==> src/hdl/plti_ram.sv <==
// ----------------------------------------------------------------------------
// plti_ram
// Generic single-port write, single-port read RAM with a registered read.
// ----------------------------------------------------------------------------
module plti_ram #(
  parameter int unsigned Width = 32,
  parameter int unsigned Depth = 64
) (
  input  logic                     clk_i,
  input  logic                     we_i,
  input  logic [$clog2(Depth)-1:0] waddr_i,
  input  logic [Width-1:0]         wdata_i,
  input  logic [$clog2(Depth)-1:0] raddr_i,
  output logic [Width-1:0]         rdata_o
);

  logic [Width-1:0] mem_q [Depth];

  always_ff @(posedge clk_i) begin
    if (we_i) begin
      mem_q[waddr_i] <= wdata_i;
    end
    rdata_o <= mem_q[raddr_i];
  end

endmodule

==> config.mk <==
export PLATFORM = sky130hd
export DESIGN_NAME = plti_ram
export DESIGN_NICKNAME = d
export VERILOG_FILES = /design/src/hdl/plti_ram.sv
export SDC_FILE = /design/constraint.sdc
export NUM_CORES = 2
export LEC_CHECK = 0
export BUFFER_PORTS_ARGS = -buffer_cell sky130_fd_sc_hd__buf_2
export CORE_MARGIN = 3
export CORE_UTILIZATION = 45
export CTS_BUF_LIST = sky130_fd_sc_hd__clkbuf_8
export CTS_CLUSTER_SIZE = 10
export DETAILED_ROUTE_END_ITERATION = 12
export SLEW_MARGIN = 40
export SYNTH_ARGS = -nofsm -noshare
export SYNTH_HDL_FRONTEND = slang
export SYNTH_SLANG_ARGS = --single-unit
==> constraint.sdc <==
create_clock -name clk_i -period 4.42 [get_ports clk_i]
set_input_delay 0 -clock clk_i [delete_from_list [all_inputs] [get_ports clk_i]]
set_output_delay 0 -clock clk_i [all_outputs]
set_load 0.01 [all_outputs]
Word-level counts from Yosys, hierarchy flattened

Memory sizes are Yosys's and may differ from the RTL's. A register that Yosys moved wholly into a read port is not among the register bits.
Index checks and enable logic that the tools add are counted.

Flip-flop bits (word level): 0
Bits in latches: 0
Bits in writable memories: 2048
Bits in read-only memories: 0
Input bits: 46
Logic and storage cells: 3
Memories kept: 1

Memories:

| memory | depth | bits a word | rd ports | clocked after memory_dff | write ports | RTL line | RTL |
|---|---|---|---|---|---|---|---|
| mem_q  | 64    | 32          | 1        | 1                        | 1           | 17       | `logic [Width-1:0] mem_q [Depth];` |

Add/subtract/negate cells: 0
Multipliers: 0
Div/mod/pow operators: 0
Order comparisons: 0
Equality and inequality tests: 0
Shift-type cells: 0
Multiplexer cells: 2
Bitwise logic cells: 0
Reduce and logical (&&, ||, !) cells: 0

Operators by type and width:

| operator          | number |
|---|---|
| 1-bit two-way mux | 2 |

Depth between registers and ports, before layout

Word-level depth: 2
Depth in mapped cells: 10
Depth with buffers taken out: 5

Worst setup path before layout

Ideal clock, no wire load.

Kind: input to register
Start: input port waddr_i[3]
End: memory mem_q[48][0], enable pin
Setup time: 461 ps
Arrival time: 2699 ps
Data required time: 3959 ps
Setup slack: 1260 ps
Cell stages on the path: 4
Path buffers: 1
Path through: clkbuf_1 -> nor2b_1 -> nand4b_1 -> nor3_1

RTL lines:

| item               | RTL line | RTL |
|---|---|---|
| start: declaration | 11       | `input logic [$clog2(Depth)-1:0] waddr_i,` |
| end: declaration   | 17       |  |

Straight into the memory's write port.

==> reports/summary.txt <==
Crit Path Max Fanout = 72
Largest net degree at the start of global routing = 73
Synth top area share = 78.33%
R2R depth = 7
Ys async rst share = 0%
Cell with the most instances on the worst path = dlygate4sd3_1
Crit-path cells = dlygate4sd3_1 > buf_8 > buf_4 > mux4_2 > mux2i_1 > nand3b_1 > dlygate4sd3_1 > a31oi_1 > dlygate4sd3_1 > nor2_1
Final Hold Fails = 0
Critical path arrival = 3.78 ns
Largest buffer count on any clock path = 4
CTS tree = built
Hold-fix buffers at CTS = 54
Layout Nets = 3876
Drt pass-1 iters = 5
Slowest CP cell = buf_8
Final min period = 2.930 ns
# Post-CTS Setup Buffers = 0
Slew margin rel. = 40.80%
Global-route wire length before repair = 294900 µm
Cts bufs inserted = 347
Max Slew Vio Count = 0
P_sw = 8.864 mW
Reg clk slew, reported paths = 0.06 ns
Initial drt markers = 4934
CP endpoint kind = flop
Final setup violation count = 0
Setup Crit Path Kind = in2reg
Yosys top cell by area = edfxtp_1
Simple-gate portion of the synthesized area = 1.265%
Buffers on Ports = 77
Die H = 423.7 µm
Fraction of layout cells with a size suffix above 1 = 32.44%
Hold EP = rdata_o[7]$_DFF_P_
RR Endpoint = rdata_o[18]$_DFF_P_
Slew @ Worst Pin = 0.8880 ns
H-tree Lvls = 5
Core area = 172500 µm²
GRT Resource Usage Total = 23.29%
Final Cycle Share = 66.29%
P per Cell Area = 436.6 nW/µm²
Top post-synthesis cells by area = edfxtp_1 78%, mux4_2 16%, mux2i_1 1.2%
XOR/XNOR share of the synthesized area = 0%
I/O Pins = 78
Hold path cells = 4
Worst setup SP type = input port
Synthesized instance count = 3324
Worst vdd ir = 0.0003593 V
Worst R2R Start = mem_q[53][18]$_DFFE_PP_
Syn nets = 3370
Reg power frac = 55.6%
CTS resizes = 0
Initial antenna violation count = 6
Min-delay src = raddr_i[4]
Worst R2R Setup Slack = 1.78 ns
Yosys reg bits = 2080
Largest family of logic cells by synthesized area = multiplexers
Global placer's final weighted congestion = 0.7837
Dpl hpwl = 118800 µm
Hold crit path type = in2reg
Unrepaired setup endpoints after global routing = no
Ys Warns = 0
Mux contribution to synthesized area = 16.79%
Drt total wl = 207200 µm
Grt ovf = 0
Top_reg_cell synth = edfxtp_1
Switching share of power = 22.47%
Clock Root Buffer = clkbuf_8
Die width = 423.7 µm
Drt wl/cell = 32.37 µm
Synth-to-layout area growth = 15.09%
Sinks on the clock net = 2080
Setup_tns = 0 ns
Max Freq = 341.3 MHz
Gate power share = 5.5%
Die ar. = 179500 µm²
Clock skew = 0.09376 ns
# rows = 152
Leakage = 28.71 nW
Sequential element share of the synthesized area = 79.14%
Clk pwr share = 39.0%
Mapped Avg Cell Area = 23.62 µm²
Post-layout util = 52.39%
Status = complete, no violations
Clock latency at the later pin of the worst-skew pair = 1.06 ns
Vias in the first global route = 38970
Complex-gate fraction of the synthesized area = 1.673%
Syn Std Cell Area = 78520 µm²
Drc violations = 0
Required time of the critical path = 5.27 ns
CP peak stage delay = 0.59 ns
Internal Power = 30.59 mW
Most common cell after layout, fill and taps aside = edfxtp_1
Vias per cell = 5.948
Post-Synth Adder-Cell Area = 0%
Yosys cell types = 34
Initial Util = 45.52%
Vias after detailed routing = 38060
Most frequent cells in the layout = 2048 x edfxtp_1, 544 x mux4_2, 372 x clkbuf_8, 160 x buf_4, 97 x inv_1
Post-synth EDFFs = 2048
Post-route ant nets = 0
Number of max-cap violations = 0
## kinds of logic (layout without fill, tap and decap cells)
family | Yosys count | count (layout)
buffers and inverters | 182 | 943
AOI/OAI and AO/OA | 202 | 202
other | 0 | 4
muxes | 637 | 637
DFF | 2080 | 2080
and+or+nand+nor | 223 | 223
## how the worst max path moves through the flow
| stage | start | to | slack [ns] | cells past startpoint |
|---|---|---|---|---|
| final | raddr_i[2] | rdata_o[18]$_DFF_P_ | 1.49 | 10 |
| after global placement | raddr_i[0] | rdata_o[6]$_DFF_P_ | 1.08 | 8 |
| after CTS | raddr_i[2] | rdata_o[18]$_DFF_P_ | 1.56 | 10 |
| after global routing | raddr_i[2] | rdata_o[18]$_DFF_P_ | 1.42 | 10 |
| after detailed placement | raddr_i[0] | rdata_o[6]$_DFF_P_ | 1.09 | 8 |
| after floorplan | waddr_i[3] | mem_q[48][0]$_DFFE_PP_ | 1.26 | 4 |
## stage by stage
step           hold WS [ns]  std cells  setup WS (ns)  power, mW  area [µm²]
3_3_place_gp         0.4074       5707          1.078      24.43       83020
3_5_place_dp         0.4043       5731          1.086      24.46       83540
4_1_cts             0.04235       6389          1.563      39.79       90250
2_1_floorplan       0.09887       3324          1.260      23.37       78520
6_report             0.1148       6399          1.490      39.45       90360
5_1_grt             0.05923       6397          1.418      40.86       90360
## cells in the mapped netlist, types with 3 or more instances
library cell,instances
edfxtp_1,2048
mux4_2,544
nor2_1,137
mux2i_1,93
o22ai_1,84
clkbuf_1,74
a21oi_1,62
buf_2,57
dfxtp_1,32
o221ai_1,27
nand2_1,26
buf_4,25
buf_1,21
nor2b_1,15
a22oi_1,12
a311oi_1,8
nand2b_1,8
nor3_1,7
buf_6,5
nand3_1,5
nand3b_1,5
a41o_1,4
and3_1,4
o32ai_1,4
or3_1,3
or3b_2,3
## sequential cells by signal (all words and copies together), names as in the netlist
register / count
mem_q: 2048
rdata_o: 32
## worst max-delay path: cells and delay by family
family                 cells  cell delay (ns)
muxes                      2             0.58
and+or+nand+nor            2             0.14
AOI/OAI and AO/OA          1             0.17
buffers and inverters      5             2.83
## cell type report
| class | instances | area (µm²) |
|---|---|---|
| fillers | 13440 | 82130 |
| clock inverters | 232 | 1050 |
| clock buffers | 372 | 5120 |
| repair buffers | 339 | 3162 |
| multi-input cells | 1062 | 15990 |
| flip-flops and latches | 2080 | 62140 |
| well taps | 2310 | 2890 |
| diodes | 4 | 10.01 |
## power by group through the flow
stage               sequential [mW]  combinational (mW)  clock, mW
detailed placement             22.3                2.13          0
floorplan                      22.3                1.06          0
global route                   21.9                2.27       16.7
global placement               22.3                2.10          0
CTS                            21.9                2.17       15.7
finish                         21.9                2.15       15.4
## per-layer routing
| metal | up-vias | wire (µm) | track usage [%] |
|---|---|---|---|
| met3 | 280 | 17500 | 4.535 |
| met4 | 0 | 5736 | 6.972 |
| li1 | 15350 | - | - |
| met2 | 1874 | 97670 | 35.91 |
| met5 | - | 0 | 0 |
| met1 | 20560 | 86260 | 34.05 |
(Power assumes the default switching activity.)
